`config.mk`:
```
export PLATFORM = sky130hd
export DESIGN_NAME = sct_queue
export DESIGN_NICKNAME = d
export VERILOG_FILES = /design/src/hw/rtl/sct_pkg.sv /design/src/hw/rtl/sct_queue.sv
export SDC_FILE = /design/constraint.sdc
export NUM_CORES = 1
export LEC_CHECK = 0
export BUFFER_PORTS_ARGS = -buffer_cell sky130_fd_sc_hd__buf_4
export CAP_MARGIN = 5
export CELL_PAD_IN_SITES_DETAIL_PLACEMENT = 2
export CELL_PAD_IN_SITES_GLOBAL_PLACEMENT = 2
export CORE_MARGIN = 4
export CORE_UTILIZATION = 40
export DETAILED_ROUTE_END_ITERATION = 12
export MAX_ROUTING_LAYER = met4
export PLACE_DENSITY_LB_ADDON = 0.1
export SYNTH_ARGS = -nofsm -noshare
export SYNTH_HDL_FRONTEND = slang
export SYNTH_SLANG_ARGS = --single-unit
export TNS_END_PERCENT = 20
```
`constraint.sdc`:
```
create_clock -name clock -period 4 [get_ports clock]
set_clock_uncertainty 0.15 [all_clocks]
set_input_delay 0.4 -clock clock [delete_from_list [all_inputs] [get_ports clock]]
set_output_delay 0.4 -clock clock [all_outputs]
set_load 0.005 [all_outputs]
```
`src/hw/rtl/sct_pkg.sv`:
```
package sct_pkg;

   localparam int FUNC_W      = 2;
   localparam int ROW_W       = 10;
   localparam int COL_W       = 10;
   localparam int SIM_W       = 16;
   localparam int COST_W      = 17;
   localparam int STATUS_W    = 2;
   localparam int ROW_COUNT_W = 4;
   localparam int REG_W       = 11;
   localparam int CSR_IDX_W   = 8;

   // Column limit of the table; only behaviour depends on it.
   localparam int MAX_COLS    = 1024;
   localparam int QUEUE_DEPTH = 2;

   localparam logic [FUNC_W-1:0] FUNC_CLEAR  = 2'd0;
   localparam logic [FUNC_W-1:0] FUNC_INSERT = 2'd1;
   localparam logic [FUNC_W-1:0] FUNC_LOOKUP = 2'd2;

   localparam logic [STATUS_W-1:0] ST_OK    = 2'd0;
   localparam logic [STATUS_W-1:0] ST_FULL  = 2'd1;
   localparam logic [STATUS_W-1:0] ST_RANGE = 2'd2;

   localparam logic [CSR_IDX_W-1:0] REG_NUM_ROWS = 8'd0;
   localparam logic [CSR_IDX_W-1:0] REG_NUM_COLS = 8'd1;

   localparam logic [REG_W-1:0]  REG_RESET = 11'd1024;
   localparam logic [COST_W-1:0] COST_INF  = 17'h1FFFF;
   localparam logic [COST_W-1:0] ONE_Q15   = 17'd32768;

   typedef enum logic [1:0] {
      OP_CLEAR,
      OP_INSERT,
      OP_LOOKUP,
      OP_BAD
   } op_kind_type;

   typedef struct packed {
      op_kind_type        kind;
      logic               row_ok;
      logic               col_ok;
      logic [ROW_W-1:0]   row;
      logic [COL_W-1:0]   col;
      logic [COST_W-1:0]  cost;
   } item_type;

   typedef struct packed {
      logic [COL_W-1:0]  col;
      logic [COST_W-1:0] cost;
   } entry_type;

   typedef enum logic [2:0] {
      BK_INIT,
      BK_IDLE,
      BK_COUNT,
      BK_SCAN,
      BK_PLACE,
      BK_DONE
   } back_state_type;

endpackage

```
`src/hw/rtl/sct_queue.sv`:
```
module sct_queue import sct_pkg::*; (
   input  logic      clock,
   input  logic      reset,
   input  logic      push,
   input  item_type  push_item,
   output logic      full,
   input  logic      pop,
   output logic      head_valid,
   output item_type  head_item
);

   localparam int QP_W = $clog2(QUEUE_DEPTH);
   localparam int QC_W = $clog2(QUEUE_DEPTH + 1);

   item_type         slot_ff [QUEUE_DEPTH];
   logic [QP_W-1:0]  wr_ptr_ff, wr_ptr_in;
   logic [QP_W-1:0]  rd_ptr_ff, rd_ptr_in;
   logic [QC_W-1:0]  fill_ff, fill_in;

   assign full       = (fill_ff == QC_W'(QUEUE_DEPTH));
   assign head_valid = (fill_ff != '0);
   assign head_item  = slot_ff[rd_ptr_ff];

   always_comb begin
      wr_ptr_in = wr_ptr_ff;
      rd_ptr_in = rd_ptr_ff;
      fill_in   = fill_ff;
      if (push) begin
         wr_ptr_in = (wr_ptr_ff == QP_W'(QUEUE_DEPTH - 1)) ? '0 : wr_ptr_ff + 1'b1;
      end
      if (pop) begin
         rd_ptr_in = (rd_ptr_ff == QP_W'(QUEUE_DEPTH - 1)) ? '0 : rd_ptr_ff + 1'b1;
      end
      if (push && !pop) begin
         fill_in = fill_ff + 1'b1;
      end else if (pop && !push) begin
         fill_in = fill_ff - 1'b1;
      end
   end

   always_ff @(posedge clock) begin
      if (reset) begin
         wr_ptr_ff <= '0;
         rd_ptr_ff <= '0;
         fill_ff   <= '0;
      end else begin
         wr_ptr_ff <= wr_ptr_in;
         rd_ptr_ff <= rd_ptr_in;
         fill_ff   <= fill_in;
      end
   end

   always_ff @(posedge clock) begin
      if (push) begin
         slot_ff[wr_ptr_ff] <= push_item;
      end
   end

endmodule

```
======== Word level (Yosys, flattened, before mapping) ========
Memories as Yosys holds them, arrays and structs flattened. A register that Yosys moved wholly into a read port is not among the register bits.
Index checks and enable logic that the tools add are counted.
storage, ports and cells
  logic and storage cells ................. 23
  input bits .............................. 45
  memories ................................ 1
  bits in registers ....................... 4
  output and inout port bits .............. 43
  memory bits (writable) .................. 82
operators by class
  eq/ne operators ......................... 1
  mux-type cells .......................... 8
  reductions and logical operators ........ 6
  add/subtract/negate cells ............... 4
memories
  memory   depth  bits a word  read ports  clocked after Yosys merged registers in  wr ports  RTL line         source
  slot_ff  2      41           1           1                                        1         sct_queue.sv:15  item_type slot_ff [QUEUE_DEPTH];
operators by type and width
  cell                 count
  $mux 1               6
  $mux 2               2
  $reduce_bool 2->1    2
  $add 1x1->1 const B  2
  $add 2x1->2 const B  1
  $eq 2x2->1 const B   1
  $logic_and 1x1->1    2
  $logic_not 1->1      2
  $sub 2x1->2 const B  1

======== Longest topological paths before layout ========
  depth in word-level cells ............... 4
  gate-level depth with buffers ........... 5
  depth with buffers taken out ............ 5

======== Worst setup path before layout ========
OpenSTA, ideal clock, no wires.
  kind .................................... input-to-reg
  start point ............................. in push
  end point ............................... mem slot_ff[0][0] in the netlist's numbering, enable pin
  path buffers ............................ 0
  setup slack ............................. 1.174 ns
  arrival time ............................ 2.232 ns
  required time ........................... 3.406 ns
  library setup time ...................... 0.444 ns
  cell stages on the path ................. 1
  path through ............................ nor2b_1
between the ends
  word-level cells in the longest chain between the ends .. 2
ends and longest elaborated chain
  what                          RTL line         source
  start: declaration            sct_queue.sv:4   input logic push,
  $mux 1                        sct_queue.sv:54  if (push) begin
  $mux 1 (implied by the code)  sct_queue.sv:55  slot_ff[wr_ptr_ff] <= push_item;
  end: declaration              sct_queue.sv:15
No other way between the ends.

==> flow_metrics.py <==
metrics = {
    "global_routing": {
        "grt_pass1_wl_um": 10700,
        "gr-total-overflow": 0,
        "grt_pass1_vias": 1951,
        "grt_max_degree": 42,
        "grt_antenna_before_repair": 0,
        "grt_usage_pct": 15.3,
    },
    "placement": {
        "hpwl_um": 4400,
        "io_buffer_count": 87,
        "dp_cells": 334,
        "gp_congestion": 0.691,
    },
    "critical_path": {
        "crit_path_cell_trace": "mux2_2 -> buf_4",
        "crit_path_top_delay_cell": "dfxtp_2",
        "startpoint_type": "register",
        "arrival_ns": 1.93,
        "critical_path.max_fanout": 41,
        "crit_required_ns": 3.45,
        "end_kind": "primary output",
        "crit_buf_inv": 1,
        "setup.worst_path.class": "reg -> out",
        "cp_top_family": "flip-flops",
        "cpPeakStageDelay_ns": 1.01,
    },
    "routing": {
        "routed_wl_um": 6800,
        "vias_per_cell": 4.68,
        "antenna_left": 0,
        "drc": 0,
        "vias": 1638,
        "first_iter_violations": 85,
        "wire_per_inst_um": 19.4,
        "firstDrtPassIters": 4,
    },
    "synth": {
        "ys_seq_elements": 87,
        "synth_area_um2": 3170,
        "yosysSeqAreaShare_pct": 80.9,
        "synth_top_flop_cell": "edfxtp_1",
        "synth.most_common_cell": "edfxtp_1",
        "synth_edf_count": 82,
        "ys_top_cells_by_count": "edfxtp_1 (82), mux2_2 (38), dfxtp_1 (5)",
        "syn_inst": 150,
        "synth.largest_area_cell": "edfxtp_1",
        "synthArstFlopShare_pct": 0,
        "synth_cell_types": 18,
        "synth_top_area_share_pct": 77.7,
        "syn_area_per_cell_um2": 21.1,
        "yosys_warnings": 0,
        "synthTopCellsByArea": "edfxtp_1 (78%), mux2_2 (14%), dfxtp_1 (3.2%), mux2_1 (1.1%), buf_4 (0.95%)",
        "synth_nets": 196,
    },
    "finish": {
        "finalNonFillerCells": 350,
        "area_growth_pct": 31.3,
        "diodes": 0,
        "fin_nets": 289,
        "drive_above_1_share_pct": 58.1,
    },
    "pwr": {
        "p_per_area_nw_per_um2": 489,
        "cellLeakagePower_nw": 1.56,
        "peakVddDrop_uv": 252,
    },
    "timing": {
        "rsz0062_at_grt": "no",
        "final_hold_viol_count": 0,
        "setup-tns-final_ns": 0,
        "slew_headroom_pct": 20.5,
        "post-route-period-util_pct": 61.9,
        "slew_viol_final": 0,
        "fmax_mhz": 404,
        "period_needed_ns": 2.48,
        "finalSetupViolations": 0,
        "tightestPinTransition_ns": 1.19,
    },
    "floorplanning": {
        "io_pins": 88,
        "core.rowCount": 32,
        "die_area_um2": 9410,
        "initial_utilization_pct": 41.0,
        "die_y_um": 97.0,
        "coreArea_um2": 7730,
        "die_w_um": 97.0,
    },
    "clock_tree": {
        "hold_buffers": 0,
        "cts_sinks": 87,
        "post_cts_buffers": 0,
        "cts_tree": "built",
        "root_buffer": "clkbuf_8",
        "clock_path_buffers": 2,
        "cts_made_buffers": 9,
        "clk_pin_slew_ns": 0.09,
        "insertion_delay_ns": 0.34,
        "post_cts_resize_count": 0,
        "h-tree-depth": 3,
    },
    "flow_run": {
        "drv_cap": 0,
    },
    "status": {
        "outcome": "completed",
    },
    "hold_path": {
        "hold_path.class": "in -> reg",
    },
}
==> through the flow <==
step	hold WS (ns)	instance area (um2)	worst slack [ns]	util [%]	power, mW
floorplan	0.306	3170	1.17	-	1.20
global placement	0.319	3930	1.89	50.8	1.33
detailed placement	0.382	3930	1.84	50.8	1.35
CTS	0.0693	4160	1.46	53.9	2.07
global route	0.0644	4160	1.40	53.9	2.13
finish	0.0886	4160	1.52	53.9	2.04
==> power by group <==
group,leakage (nW),internal (mW),switching (mW),total [mW]
registers,0.811,1.06,0.0339,1.09
clock network,0.110,0.413,0.302,0.715
logic,0.634,0.138,0.0889,0.227
total,1.56,1.61,0.425,2.04
==> layout by cell type (no fill, tap or decap), types with 2 or more instances in the layout <==
| cell | Yosys | final |
|---|---|---|
| clkbuf_8 | 0 | 9 |
| buf_4 | 4 | 87 |
| xor2_1 | 2 | 2 |
| nor2_1 | 4 | 4 |
| mux2_1 | 3 | 3 |
| bufinv_16 | 0 | 3 |
| clkinvlp_4 | 0 | 2 |
| xnor2_1 | 2 | 2 |
| dfxtp_1 | 5 | 4 |
| mux2_2 | 38 | 38 |
| edfxtp_1 | 82 | 82 |
==> per-layer routing <==
| metal | vias to the layer above | routed length (um) | track usage (%) |
|---|---|---|---|
| met1 | 820 | 2660 | 16.8 |
| met3 | 4 | 297 | 3.46 |
| li1 | 764 | - | - |
| met2 | 50 | 3780 | 27.1 |
| met4 | 0 | 65 | 5.51 |
| met5 | - | 0 | - |
==> registers in the layout, indices dropped and copies added (netlist names), named ones only <==
name / cells
slot_ff: 82
rd_ptr_ff: 1
wr_ptr_ff: 1
fill_ff: 2
==> worst paths after layout <==
check | depth (start not counted) | startpoint | slack, ns | endpoint
min reg2reg | 2 | fill_ff[1] | 0.40 | fill_ff[1]
max reg2reg | 1 | wr_ptr_ff | 2.14 | slot_ff[1][32]
min | 1 | push_item[1] | 0.09 | slot_ff[0][1]
max | 2 | register | 1.52 | head_item[5]
==> logic make-up (layout without fill, tap and decap cells) <==
kind of cell	Yosys count	after routing	share of synthesized area, %
flops	87	87	80.9
mux	41	41	14.6
compound gates	2	2	0.316
fa+ha+maj	1	1	0.395
simple gates	9	9	1.54
buf+inv	6	104	1.22
xor+xnor	4	4	1.11
==> final cells by class <==
type	instances	area, um2
clock buffers	10	128
fillers	678	3570
repair buffers	87	653
clock inverters	6	109
inverters	1	3.75
multi-input cells	57	577
flip-flops and latches	87	2560
well taps	102	128
Power figures use the tool's default switching activity.
