**config.mk**
```make
export PLATFORM = sky130hd
export DESIGN_NAME = sct_front_flat
export DESIGN_NICKNAME = d
export VERILOG_FILES = /design/src/hw/rtl/sct_pkg.sv /design/src/hw/rtl/sct_if.sv /design/src/hw/rtl/sct_front.sv /design/src/flat_wrapper.sv
export SDC_FILE = /design/constraint.sdc
export NUM_CORES = 1
export LEC_CHECK = 0
export ABC_AREA = 1
export BUFFER_PORTS_ARGS = -buffer_cell sky130_fd_sc_hd__buf_2
export CAP_MARGIN = 30
export CORE_UTILIZATION = 47
export CTS_CLUSTER_DIAMETER = 50
export DETAILED_ROUTE_END_ITERATION = 8
export GPL_TIMING_DRIVEN = 0
export MAX_ROUTING_LAYER = met4
export PLACE_DENSITY = 0.88
export SLEW_MARGIN = 30
export SYNTH_ARGS = -nofsm -noshare
export SYNTH_HDL_FRONTEND = slang
export SYNTH_SLANG_ARGS = --single-unit
```
**constraint.sdc**
```tcl
create_clock -name clock -period 1.5 [get_ports clock]
set_input_delay 0.225 -clock clock [delete_from_list [all_inputs] [get_ports clock]]
set_output_delay 0.225 -clock clock [all_outputs]
set_load 0.02 [all_outputs]
```
**src/hw/rtl/sct_pkg.sv**
```systemverilog
package sct_pkg;

   localparam int FUNC_W      = 2;
   localparam int ROW_W       = 10;
   localparam int COL_W       = 10;
   localparam int SIM_W       = 16;
   localparam int COST_W      = 17;
   localparam int STATUS_W    = 2;
   localparam int ROW_COUNT_W = 4;
   localparam int REG_W       = 11;
   localparam int CSR_IDX_W   = 8;

   // Column limit of the table; only behaviour depends on it.
   localparam int MAX_COLS    = 1024;
   localparam int QUEUE_DEPTH = 2;

   localparam logic [FUNC_W-1:0] FUNC_CLEAR  = 2'd0;
   localparam logic [FUNC_W-1:0] FUNC_INSERT = 2'd1;
   localparam logic [FUNC_W-1:0] FUNC_LOOKUP = 2'd2;

   localparam logic [STATUS_W-1:0] ST_OK    = 2'd0;
   localparam logic [STATUS_W-1:0] ST_FULL  = 2'd1;
   localparam logic [STATUS_W-1:0] ST_RANGE = 2'd2;

   localparam logic [CSR_IDX_W-1:0] REG_NUM_ROWS = 8'd0;
   localparam logic [CSR_IDX_W-1:0] REG_NUM_COLS = 8'd1;

   localparam logic [REG_W-1:0]  REG_RESET = 11'd1024;
   localparam logic [COST_W-1:0] COST_INF  = 17'h1FFFF;
   localparam logic [COST_W-1:0] ONE_Q15   = 17'd32768;

   typedef enum logic [1:0] {
      OP_CLEAR,
      OP_INSERT,
      OP_LOOKUP,
      OP_BAD
   } op_kind_type;

   typedef struct packed {
      op_kind_type        kind;
      logic               row_ok;
      logic               col_ok;
      logic [ROW_W-1:0]   row;
      logic [COL_W-1:0]   col;
      logic [COST_W-1:0]  cost;
   } item_type;

   typedef struct packed {
      logic [COL_W-1:0]  col;
      logic [COST_W-1:0] cost;
   } entry_type;

   typedef enum logic [2:0] {
      BK_INIT,
      BK_IDLE,
      BK_COUNT,
      BK_SCAN,
      BK_PLACE,
      BK_DONE
   } back_state_type;

endpackage

```
**src/hw/rtl/sct_if.sv**
```systemverilog
interface sct_req_if import sct_pkg::*; ();
   logic                     valid;
   logic                     ready;
   logic [FUNC_W-1:0]        func;
   logic [ROW_W-1:0]         row;
   logic [COL_W-1:0]         col;
   logic signed [SIM_W-1:0]  similarity;

   modport source (output valid, func, row, col, similarity, input ready);
   modport sink (input valid, func, row, col, similarity, output ready);
endinterface


interface sct_csr_if import sct_pkg::*; ();
   logic                  valid;
   logic                  ready;
   logic [CSR_IDX_W-1:0]  idx;
   logic [REG_W-1:0]      data;

   modport source (output valid, idx, data, input ready);
   modport sink (input valid, idx, data, output ready);
endinterface

```
**src/hw/rtl/sct_front.sv**
```systemverilog
module sct_front import sct_pkg::*; #(
   parameter int MAX_ROWS = 1024
) (
   input  logic       clock,
   input  logic       reset,
   sct_req_if.sink    req_chan,
   sct_csr_if.sink    csr_chan,
   input  logic       init_done,
   input  logic       q_full,
   output logic       push,
   output item_type   push_item
);

   logic [REG_W-1:0] num_rows_ff, num_rows_in;
   logic [REG_W-1:0] num_cols_ff, num_cols_in;

   assign csr_chan.ready = 1'b1;

   always_comb begin
      num_rows_in = num_rows_ff;
      num_cols_in = num_cols_ff;
      if (csr_chan.valid) begin
         case (csr_chan.idx)
            REG_NUM_ROWS: num_rows_in = csr_chan.data;
            REG_NUM_COLS: num_cols_in = csr_chan.data;
            default: ;
         endcase
      end
   end

   always_ff @(posedge clock) begin
      if (reset) begin
         num_rows_ff <= REG_RESET;
         num_cols_ff <= REG_RESET;
      end else begin
         num_rows_ff <= num_rows_in;
         num_cols_ff <= num_cols_in;
      end
   end

   // No item enters while the count store is being swept after reset.
   assign req_chan.ready = init_done && !q_full;
   assign push           = req_chan.valid && req_chan.ready;

   always_comb begin
      push_item.row    = req_chan.row;
      push_item.col    = req_chan.col;
      push_item.row_ok = ({1'b0, req_chan.row} < num_rows_ff) &&
                         (32'(req_chan.row) < 32'(MAX_ROWS));
      push_item.col_ok = ({1'b0, req_chan.col} < num_cols_ff) &&
                         (32'(req_chan.col) < 32'(MAX_COLS));
      // Cost is one minus the similarity in Q1.15, always within 1 to 65536.
      push_item.cost   = ONE_Q15 - COST_W'(req_chan.similarity);
      case (req_chan.func)
         FUNC_CLEAR:  push_item.kind = OP_CLEAR;
         FUNC_INSERT: push_item.kind = OP_INSERT;
         FUNC_LOOKUP: push_item.kind = OP_LOOKUP;
         default:     push_item.kind = OP_BAD;
      endcase
   end

endmodule

```
**src/flat_wrapper.sv**
```systemverilog
// flat-port wrapper written by rule: the top's interface ports become plain ports
module sct_front_flat import sct_pkg::*;
#(
   parameter int MAX_ROWS = 1024
)
  (clock, reset, init_done, q_full, push, push_item, req_chan_valid, req_chan_func, req_chan_row, req_chan_col, req_chan_similarity, req_chan_ready, csr_chan_valid, csr_chan_idx, csr_chan_data, csr_chan_ready);
  sct_req_if req_chan_i ();
  sct_csr_if csr_chan_i ();
  input  logic clock;
  input  logic reset;
  input  logic init_done;
  input  logic q_full;
  output logic push;
  output item_type push_item;
  input wire logic [$bits(req_chan_i.valid)-1:0] req_chan_valid;
  input wire logic [$bits(req_chan_i.func)-1:0] req_chan_func;
  input wire logic [$bits(req_chan_i.row)-1:0] req_chan_row;
  input wire logic [$bits(req_chan_i.col)-1:0] req_chan_col;
  input wire logic [$bits(req_chan_i.similarity)-1:0] req_chan_similarity;
  output wire logic [$bits(req_chan_i.ready)-1:0] req_chan_ready;
  input wire logic [$bits(csr_chan_i.valid)-1:0] csr_chan_valid;
  input wire logic [$bits(csr_chan_i.idx)-1:0] csr_chan_idx;
  input wire logic [$bits(csr_chan_i.data)-1:0] csr_chan_data;
  output wire logic [$bits(csr_chan_i.ready)-1:0] csr_chan_ready;
  assign req_chan_i.valid = req_chan_valid;
  assign req_chan_i.func = req_chan_func;
  assign req_chan_i.row = req_chan_row;
  assign req_chan_i.col = req_chan_col;
  assign req_chan_i.similarity = req_chan_similarity;
  assign req_chan_ready = req_chan_i.ready;
  assign csr_chan_i.valid = csr_chan_valid;
  assign csr_chan_i.idx = csr_chan_idx;
  assign csr_chan_i.data = csr_chan_data;
  assign csr_chan_ready = csr_chan_i.ready;
  sct_front #(.MAX_ROWS(MAX_ROWS)) u_core (.clock(clock), .reset(reset), .req_chan(req_chan_i), .csr_chan(csr_chan_i), .init_done(init_done), .q_full(q_full), .push(push), .push_item(push_item));
endmodule
```
Word level (Yosys, flattened, before mapping):

Index checks and enable logic that the tools add are counted.

* register bits after elaboration: 22
* output and inout port bits: 44
* word-level logic and storage cells: 16

* add/sub/neg operators: 1
* order comparisons: 2
* equal/unequal tests: 3
* mux-type cells: 1
* reduce and logical (&&, ||, !) cells: 7

Operator list (number)
* $lt 10x11->1: 2
* $sub 16x17->17 const A: 1
* $eq 8x1->1 const B: 1
* $logic_not 8->1: 1
* $pmux 2 s3: 1
* $reduce_and 2->1: 2
* $eq 2x1->1 const B: 1
* $eq 2x2->1 const B: 1
* $logic_and 1x1->1: 2
* $logic_not 2->1: 1
* $logic_not 1->1: 1

Logic depth before layout (Yosys ltp):

Gate-level depths: netlist of run 1.

* word-level depth: 3
* mapped depth: 9

Worst setup path before layout of run 1:

Ideal clock, no wire load.

* path kind: input -> output
* from: input req_chan_similarity[0]
* to: output push_item[16] (netlist name)
* data arrival time: 1217 ps
* setup slack: 58 ps
* stages on the path: 8
* path buffers: 0
* cells stage by stage: inv_1 -> ha_1 -> nand2_1 -> nor2_2 -> nand2_2 -> nor2_1 -> nand2_1 -> nor2_1

RTL lines
* from (decl): line flat_wrapper.sv:19 `input wire logic [$bits(req_chan_i.similarity)-1:0] req_chan_similarity;`
* to (decl): line flat_wrapper.sv:14 `output item_type push_item;`

==> results of run 1 <==
kinds of logic (layout without fill, tap and decap cells):
family / after synthesis / count (layout)
xor gates and xnor gates: 7 / 7
other: 1 / 1
DFF: 22 / 22
and+or+nand+nor: 173 / 173
buffers and inverters: 95 / 211
adders and majority gates: 19 / 19
AOI/OAI and AO/OA: 28 / 28
worst max-delay path by stage:
stage | startpoint | endpoint | slack, ps | cells past startpoint
6_report | u_core.num_rows_ff[7] | push_item[38] | -250 | 8
5_1_grt | u_core.num_rows_ff[8] | push_item[38] | -310 | 8
4_1_cts | u_core.num_rows_ff[5] | push_item[38] | -190 | 10
3_5_place_dp | req_chan_similarity[0] | push_item[16] | -140 | 10
3_3_place_gp | req_chan_similarity[0] | push_item[16] | -110 | 10
2_1_floorplan | req_chan_similarity[0] | push_item[16] | 60 | 8
flip-flops by register name, summed over array words and instances (netlist names):
register	count
u_core.num_cols_ff	11
u_core.num_rows_ff	11
synth_stat cells:
library cell,instances,area (um2)
nand3b_1,2,15.0
nand2_2,3,18.8
buf_4,23,173
nand3_1,40,200
dfxtp_1,22,440
xor2_1,6,52.6
inv_1,60,225
nor3_1,1,5.00
inv_2,1,3.75
buf_1,2,7.51
nor2_1,47,176
o21a_1,1,7.51
xnor2_1,1,8.76
a21oi_1,27,135
buf_6,7,78.8
nand2_1,71,267
nand3_2,1,10.0
conb_1,1,3.75
or2_0,1,6.26
ha_1,19,238
clkbuf_1,2,7.51
nor2_2,4,25.0
nor3b_1,1,7.51
nor2_8,1,20.0
nor2_4,1,11.3
routing by layer:
layer	global-route usage, %	routed length (um)
met4	5.44	119
met2	41.7	2950
met5	-	0
met3	4.80	404
met1	25.8	2250
repair_timing:
item | CTS | global route
gates resized for setup | 48 | 37
pin swaps | 22 | 20
cloned | 0 | 0
hold buffers | 0 | 0
endpoints found under the setup margin | 5 | 7
buffers inserted | 8 | 2
where the power goes:
group          switching [mW]  internal, mW
clock network           0.203         0.357
registers            0.000895         0.584
logic                   0.312         0.251
worst reg2reg max path: cells and delay by family (launching register included):
family | cells | cell delay (ps)
AOI/OAI and AO/OA | 1 | 140
buffers and inverters | 2 | 250
DFF | 1 | 330
and+or+nand+nor | 1 | 70
final cells by class:
| class | instances | area, um2 |
|---|---|---|
| buffer | 34 | 267 |
| clock buffer | 3 | 41.3 |
| clock inverter | 1 | 30.0 |
| fill | 337 | 1150 |
| inverter | 61 | 229 |
| multi-input combinational | 228 | 1510 |
| sequential | 22 | 457 |
| tap | 52 | 65.1 |
| timing repair buffer | 112 | 606 |
stage by stage:
step	util [%]	hold slack (ps)	cell area, um2	TNS (ps)
6_report	73.5	224	3200	-418
5_1_grt	73.5	232	3200	-660
4_1_cts	69.9	221	3050	-372
3_5_place_dp	62.6	468	2720	-345
3_3_place_gp	62.6	462	2720	-225
2_1_floorplan	-	379	2140	0
==> summary.md, run 1 <==
| Metric | Value |
|---|---|
| Status | `complete, but fails checks` |
| Failing checks | `setup timing` |
| Fin crit period | `between 1500 and 2000 ps` |
| Period utilization | `117%` |
| Syn-to-layout area delta | `49.3%` |
| Reg2reg end | `u_core.num_rows_ff[4]` |
| Leakage power | `about 1.7 nW` |
| Most common cell after layout, fill and taps aside | `buf_2` |
| Cell count after synthesis | `345` |
| WP data arrival | `1520 ps` |
| R2R setup slack | `610 ps` |
| Register bit total from synthesis | `22` |
| Post-Route WL | `5730 um` |
| Routability cong. | `0.842` |
| DR vias | `2,512` |
| Hold WC Path Type | `in -> reg` |
| Gr ovfl total | `0` |
| RSZ-0062 raised after global routing | `true` |
| Mux contribution to synthesized area | `0%` |
| Crit path capture type | `output pin` |
| Synth Area in Adders | `11.1%` |
| Worst-Skew Late Latency | `270 ps` |
| Max Cap Viol | `0` |
| Largest net degree at the start of global routing | `14` |
| Compound-Gate Fraction of Synth Area | `6.65%` |
| Total power | `1.71 mW` |
| CP Launch Type | `register` |
| CP delay by family, top | `flip-flops` |
| Crit path cell chain | `inv_2 -> ha_4 -> nand2_4 -> nor2_4 -> nand2_1 -> a21oi_1 -> nor2_1 -> buf_4` |
| DR DRC count | `0` |
| Critical Path RT | `~1300 ps` |
| First-pass GRT wire length | `9000 um` |
| I/O Buffers | `103` |
| Seq/Total Area, Yosys | `20.5%` |
| Hold-critical path depth | `3` |
| Min-delay src | `csr_chan_data[10]` |
| Slowest cell delay on critical path | `360 ps` |
| Slowest-stage cell, CP | `dfxtp_2` |
| Fraction of layout cells with a size suffix above 1 | `slightly below 50%` |
| Num ports | `107` |
| Distinct cells, synth | `25` |
| Vias in the first global route | `2,231` |
| Endpoints failing setup | `2` |
| Most frequent cells in the layout | `buf_2 (97), nand2_1 (61), inv_1 (45), nor2_1 (41), nand3_1 (38)` |
| Synthesis warning total | `0` |
| Simple-Gate Fraction of Synth Area | `between 30% and 40%` |
| Clock slew at reported path FFs | `90 ps` |
| H-tree depth | `1` |
| Max VDD drop | `0.543 mV` |
| Antenna diodes | `0` |
| Initial antenna violation count | `0` |
| Worst setup margin | `-250 ps` |
| Routed WL per cell | `11.2 um` |
| Mapped Nets | `about 430` |
| Post-DP HPWL | `~4200 um` |
| DP Worst Slack | `-140 ps` |
| Mapped cell area | `~2100 um2` |
| CTS buffer count | `3` |
| CTS Buffer Depth | `2` |
| WS Path Type | `reg -> out` |
| PwrDens | `534 nW/um2` |
| Max FO, Critical Path | `2` |
| Post-Synth XOR/XNOR Area | `2.86%` |
| Final Hold Viols | `0` |
| Die width | `69.5 um` |
| CTS tree | `built` |
| Max-slew violation count | `0` |
| Root Buffer Master | `clkbuf_8` |
| Drt first pass iters | `4` |
| Final non-filler cell total | `513` |
| Final ANT Viol Nets | `0` |
| Hold Crit Endpoint | `u_core.num_cols_ff[10]` |
| Core area | `4350 um2` |
| # rows | `24` |
| DIE HEIGHT | `69.5 um` |
| F_max | `0.572 GHz` |
| Final Skew | `0 ps` |
| Reg2Reg Launch Point | `u_core.num_rows_ff[4]` |
| Die area | `4830 um2` |
| Avg Cell Area, Syn | `6.21 um2` |
| Placed Cells | `500` |
| Buffers and inverters on the worst path | `2` |
| DR vias/cell | `approximately 5` |
| Starting density of the core | `49.2%` |
| Main combinational cell family by area after synthesis | `simple AND/OR/NAND/NOR gates` |
| GRT Resource Usage Total | `23.1%` |
| Cell depth of the worst flop-to-flop path | `4` |
| CTS sink cnt | `22` |
| Drt initial violations | `158` |
| Nets | `544` |
No activity file was read; power rests on OpenSTA's default activity.
==> run 2: changes to the inputs <==
PLACE_DENSITY = 0.8   (was 0.88)
TNS_END_PERCENT = 50   (was default)
==> run 2 against run 1 <==
  * The flow still finishes with violations (setup timing)
  * Core utilization decreased by 0.55 points
  * Via count decreased by 3.1%
  * Register-to-register slack improved by 130 ps
  * Maximum frequency increased by 3.4%
  * Die area unchanged
  * First-iteration DRC count decreased by 50%
  * Final area decreased by 0.74%
  * Worst hold slack improved by 3.7 ps
  * Critical path type unchanged
  * Critical endpoint unchanged
  * Largest power group unchanged
==> summary.md, run 2 (synthesized netlist as in run 1, its figures left out) <==
| Metric | Value |
|---|---|
| GRT Resource Usage Total | `22.2% (-0.84 points)` |
| CTS Buffer Depth | `2 (unchanged)` |
| Drt initial violations | `79 (-50%)` |
| Fraction of layout cells with a size suffix above 1 | `47.2% (-0.99 points)` |
| Largest net degree at the start of global routing | `14 (unchanged)` |
| Initial antenna violation count | `0 (unchanged)` |
| I/O Buffers | `103 (unchanged)` |
| Period utilization | `113% (-3.8 points)` |
| Clock slew at reported path FFs | `80 ps (about the same)` |
| Drt first pass iters | `4 (unchanged)` |
| Status | `complete, but fails checks` |
| Max-slew violation count | `0 (unchanged)` |
| Most frequent cells in the layout | `buf_2 (97), nand2_1 (63), inv_1 (44), nor2_1 (43), nand3_1 (39)` |
| DIE HEIGHT | `69.5 um (unchanged)` |
| DR DRC count | `0 (unchanged)` |
| Leakage power | `1.64 nW (-1.5%)` |
| First-pass GRT wire length | `8820 um (-2.0%)` |
| Critical Path RT | `1270 ps (about the same)` |
| Gr ovfl total | `0 (unchanged)` |
| CTS buffer count | `3 (unchanged)` |
| Most common cell after layout, fill and taps aside | `buf_2` |
| Max VDD drop | `0.468 mV (-14%)` |
| Total power | `1.68 mW (-1.4%)` |
| Endpoints failing setup | `2 (unchanged)` |
| H-tree depth | `1 (unchanged)` |
| CTS tree | `built` |
| Final ANT Viol Nets | `0 (unchanged)` |
| Setup tns final | `-336 ps (+81.1 ps)` |
| Root Buffer Master | `clkbuf_8` |
| Biggest regs | `u_core.num_cols_ff: 11 flops, u_core.num_rows_ff: 11 flops` |
| F_max | `0.591 GHz (+3.4%)` |
| Antenna diodes | `0 (unchanged)` |
| Crit path capture type | `output pin` |
| Num ports | `107 (unchanged)` |
| Routability cong. | `0.844 (+0.23%)` |
| Die area | `4830 um2 (unchanged)` |
| Post-Route WL | `5420 um (-5.4%)` |
| Worst setup margin | `-192 ps (+57.4 ps)` |
| CP Launch Type | `register` |
| Final Skew | `0 ps (unchanged)` |
| Routed WL per cell | `10.6 um (-4.8%)` |
| Final Hold Viols | `0 (unchanged)` |
| Worst-Skew Late Latency | `260 ps (about the same)` |
| Fin crit period | `1690 ps (-57.4 ps)` |
| Die width | `69.5 um (unchanged)` |
| Core area | `4350 um2 (unchanged)` |
| Syn-to-layout area delta | `48.2%` |
| Vias in the first global route | `2,242 (+0.49%)` |
| Placed Cells | `500 (unchanged)` |
| DR vias | `2,435 (-3.1%)` |
| CTS sink cnt | `22 (unchanged)` |
| RSZ-0062 raised after global routing | `true` |
| Post-DP HPWL | `4010 um (-3.7%)` |
| DR vias/cell | `4.77 (-2.5%)` |
| WS Path Type | `reg -> out` |
| Max FO, Critical Path | `2 (unchanged)` |
| Hold WC Path Type | `in -> reg` |
| Worst Hold Margin | `228 ps (+3.69 ps)` |
| Nets | `541 (-0.55%)` |
| Final non-filler cell total | `510 (-0.58%)` |
| Starting density of the core | `49.2% (unchanged)` |
| Max Cap Viol | `0 (unchanged)` |
| PwrDens | `530 nW/um2 (-0.70%)` |
| WP data arrival | `1470 ps (-50 ps)` |
| Failing checks | `setup timing` |
| # rows | `24 (unchanged)` |
[run 2: power by group]
group / internal, mW / switching (mW)
sequential: 0.584 / 0.000867
combinational: 0.249 / 0.306
clock: 0.356 / 0.188
total: 1.19 / 0.494
[run 2: path summary, 6_finish.rpt]
path,to,slack [ps],depth (start not counted),start
worst min register to register,u_core.num_cols_ff[1],470,2,u_core.num_cols_ff[1]
worst max-delay path,push_item[38],-190,8,u_core.num_rows_ff[7]
worst max register to register,u_core.num_rows_ff[8],740,3,u_core.num_rows_ff[8]
worst min-delay path,u_core.num_cols_ff[10],230,3,csr_chan_data[10]
[run 2: metal layers]
layer  part of all wire (%)  GRT usage (%)  vias up  routed length, um
li1                       -              -     1265                  -
met1                     42           25.7     1083               2280
met2                     52           39.7       83               2800
met3                    5.4           3.78        4                294
met4                   0.78           5.44        0                 42
met5                      0              -        -                  0
[run 2: what timing repair did]
item                       CTS  global route
buffers inserted             1             5
setup endpoints to repair    5             9
hold buffers                 0             0
pin swaps                   25            20
gates resized for setup     50            33
[run 2: worst max-delay path: stages (launching register included)]
cell and delay, ps:
dfxtp_2 350, inv_2 40, ha_4 260, nand2_2 50, nor2_2 120, nand2_1 60
a21oi_1 120, nor2_1 60, buf_4 150
[run 2: per-stage QoR]
stage / setup slack [ps] / utilization (%) / area [um2]
CTS: -187 / 69.0 / 3010
global route: -255 / 73.0 / 3180
global placement: -90.3 / 62.6 / 2720
detailed placement: -108 / 62.6 / 2720
floorplan: 58.0 / - / 2140
finish: -192 / 73.0 / 3180
[run 2: layout make-up]
cell class                      instances  area [um2]
Sequential cell                        22         459
Inverter                               61         236
Buffer                                 34         267
Tap cell                               52        65.1
Timing Repair Buffer                  109         587
Multi-Input combinational cell        228        1490
Clock inverter                          1        30.0
Clock buffer                            3        41.3
Fill cell                             367        1180
==> run 3: changes to the inputs <==
ABC_AREA = default   (was 1)
BUFFER_PORTS_ARGS = default   (was -buffer_cell sky130_fd_sc_hd__buf_2)
CORE_UTILIZATION = 53   (was 47)
DONT_BUFFER_PORTS = 1   (was default)
PLACE_DENSITY = 0.66   (was 0.8)
==> run 3 against run 2 <==
  * Die area fell by 27%
  * Combinational power shrank 45%
  * Critical path type unchanged
  * Non-clock buffer count down 111
  * The run still ends with setup timing left
==> summary.md, run 3 <==
| Metric | Value |
|---|---|
| Seq/Total Area, Yosys | `25.3% (+4.8 points)` |
| Max VDD drop | `0.714 mV (+53%)` |
| Initial antenna violation count | `0 (unchanged)` |
| Cell depth of the worst flop-to-flop path | `3 (unchanged)` |
| Avg Cell Area, Syn | `8.29 um2 (+33%)` |
| Hold-critical path depth | `2 (-1)` |
| DR DRC count | `0 (unchanged)` |
| Hold WC Path Type | `in -> reg` |
| DR vias/cell | `5.38 (+13%)` |
| Final Skew | `0 ps (unchanged)` |
| Die area | `3520 um2 (-27%)` |
| Largest net degree at the start of global routing | `13 (-1)` |
| RSZ-0062 raised after global routing | `true` |
| H-tree depth | `1 (unchanged)` |
| Antenna diodes | `0 (unchanged)` |
| Synth Flop Type | `dfxtp_1` |
| Routability cong. | `0.744 (-12%)` |
| Rel. slew slack | `approximately 66%` |
| Hold-fix buffers at CTS | `0 (unchanged)` |
| Fraction of layout cells with a size suffix above 1 | `43.3% (-3.8 points)` |
| Most frequent cells in the layout | `nor2_1 (28), buf_4 (25), mux2i_1 (20), inv_1 (15)` |
| Leakage power | `0.828 nW (-50%)` |
| Core area | `3080 um2 (-29%)` |
| Register bit total from synthesis | `22 (unchanged)` |
| DP Worst Slack | `-132 ps (-24.1 ps)` |
| Post-synth EDFFs | `0 (unchanged)` |
| Post-Route WL | `3650 um (-33%)` |
| Synth area leader | `dfxtp_1` |
| # rows | `20 (-17%)` |
| Max Cap Viol | `0 (unchanged)` |
| Starting density of the core | `56.5% (+7.3 points)` |
| Final Hold Viols | `0 (unchanged)` |
| Num ports | `107 (unchanged)` |
| Max FO, Critical Path | `2 (unchanged)` |
| Final ANT Viol Nets | `0 (unchanged)` |
| I/O Buffers | `0 (-100%)` |
| GRT Resource Usage Total | `19.8% (-2.4 points)` |
| CTS Buffer Depth | `2 (unchanged)` |
| Die width | `59.3 um (-15%)` |
| Largest cells by area after synthesis | `dfxtp_1 (25%), ha_1 (14%), mux2i_1 (12%)` |
| Drt first pass iters | `4 (unchanged)` |
| Final non-filler cell total | `261 (-49%)` |
| Fin util | `69.6% (-3.4 points)` |
| Vias in the first global route | `1,275 (-43%)` |
| WS Path Type | `reg -> out` |
| Cell count after synthesis | `210 (-39%)` |
| Synth top cells by count | `nor2_1 (30), buf_4 (22), dfxtp_1 (22)` |
| Root Buffer Master | `clkbuf_4` |
| Critical Path RT | `1270 ps (about the same)` |
| Status | `complete, but fails checks` |
| CTS tree | `built` |
| Endpoints failing setup | `5 (+3)` |
| Routed WL per cell | `14.0 um (+32%)` |
| CP startpoint | `u_core.num_rows_ff[8]` |
| First-pass GRT wire length | `5120 um (-42%)` |
| Most common cell after layout, fill and taps aside | `nor2_1` |
| PwrDens | `568 nW/um2 (+7.2%)` |
| Failing checks | `setup timing` |
| Clock slew at reported path FFs | `120 ps (+40 ps)` |
| Nets | `300 (-45%)` |
| Setup tns final | `-680 ps (-344 ps)` |
| Async SR Flop Fraction | `0% (unchanged)` |
| Gr ovfl total | `0 (unchanged)` |
| Mapped cell area | `1740 um2 (-19%)` |
| Share of the synthesized area in the top cell type | `25.3% (+4.8 points)` |
| Placed Cells | `254 (-49%)` |
| Syn-to-layout area delta | `23.1%` |
| Synthesis warning total | `0 (unchanged)` |
| Period utilization | `116% (+3.3 points)` |
| CTS sink cnt | `22 (unchanged)` |
| Distinct cells, synth | `34 (+36%)` |
| Post-DP HPWL | `2870 um (-28%)` |
| Worst setup margin | `-242 ps (-49.4 ps)` |
| DIE HEIGHT | `59.3 um (-15%)` |
| CP Launch Type | `register` |
| Min-delay src | `csr_chan_data[3]` |
| Most common cell in the netlist | `nor2_1` |
| CTS buffer count | `3 (unchanged)` |
| Drt initial violations | `34 (-57%)` |
| WP data arrival | `1520 ps (+50 ps)` |
| Fin crit period | `1740 ps (+49.4 ps)` |
| Worst Hold Margin | `54.2 ps (-174 ps)` |
| DR vias | `1,404 (-42%)` |
| Mapped Nets | `292 (-32%)` |
| Crit path capture type | `output pin` |
| Max-slew violation count | `0 (unchanged)` |
| Fill count | `272 (-26%)` |
| Biggest regs | `u_core.num_cols_ff: 11 flops, u_core.num_rows_ff: 11 flops` |
| Worst-margin pin slew | `508 ps` |
| Worst-Skew Late Latency | `310 ps (+50 ps)` |
| Reg2Reg Launch Point | `u_core.num_cols_ff[4]` |
| F_max | `0.574 GHz (-2.8%)` |
==> run 3: cell families (layout without fill, tap and decap cells) <==
family,after synthesis,count (layout),share of synthesized area (%)
AND/OR/NAND/NOR,65,65,20.0
buffers and inverters,49,56,15.9
flip-flops,22,22,25.3
AO/OA/AOI/OAI,21,21,6.90
multiplexers,20,20,11.5
adder cells (fa/ha/maj),19,19,13.7
XOR/XNOR,13,13,6.54
other,1,1,0.215
==> run 3: cell type report <==
cell class / instances / area, um2 / share of cell area [%]
Buffer: 29 / 201 / 9.40
Clock buffer: 4 / 36.3 / 1.69
Inverter: 20 / 75.1 / 3.50
Multi-Input combinational cell: 139 / 1300 / 60.5
Sequential cell: 22 / 455 / 21.3
Tap cell: 44 / 55.1 / 2.57
Timing Repair Buffer: 3 / 22.5 / 1.05
==> run 3: report_power, final <==
part | switching, mW | leakage, nW | internal [mW] | total [mW]
clock | 0.180 | 0.0210 | 0.148 | 0.328
sequential | 0.000407 | 0.183 | 0.584 | 0.585
combinational | 0.173 | 0.623 | 0.132 | 0.304
total | 0.353 | 0.828 | 0.864 | 1.22
==> run 3: worst paths after layout <==
kind                                              end  slack (ps)
worst min-delay path            u_core.num_cols_ff[3]          50
worst min register to register  u_core.num_rows_ff[6]         500
worst max-delay path                    push_item[38]        -240
worst max register to register  u_core.num_cols_ff[4]         740
==> run 3: worst max-delay path, stage by stage, from the launching register on <==
cell,delay [ps]
dfxtp_2,350
inv_1,40
ha_1,280
a21o_1,190
a21oi_2,150
o22a_2,210
==> run 3: repair_timing <==
| action | in CTS | in global routing |
|---|---|---|
| setup endpoints to repair | 7 | 8 |
| gates resized for setup | 35 | 30 |
| pin swaps | 12 | 14 |
| buffers inserted | 1 | 2 |
==> run 3: per-stage QoR <==
stage	instance area, um2	power (mW)
4_1_cts	2010	1.20
5_1_grt	2140	1.28
3_3_place_gp	1810	0.840
6_report	2140	1.22
3_5_place_dp	1810	0.847
2_1_floorplan	1750	0.823
==> run 3: layer usage <==
metal	up-vias	share of wire [%]	GRT usage, %
met3	6	8.3	7.42
met5	-	0	-
met1	652	36	19.8
met2	58	55	36.4
met4	0	1.1	4.08
li1	688	-	-
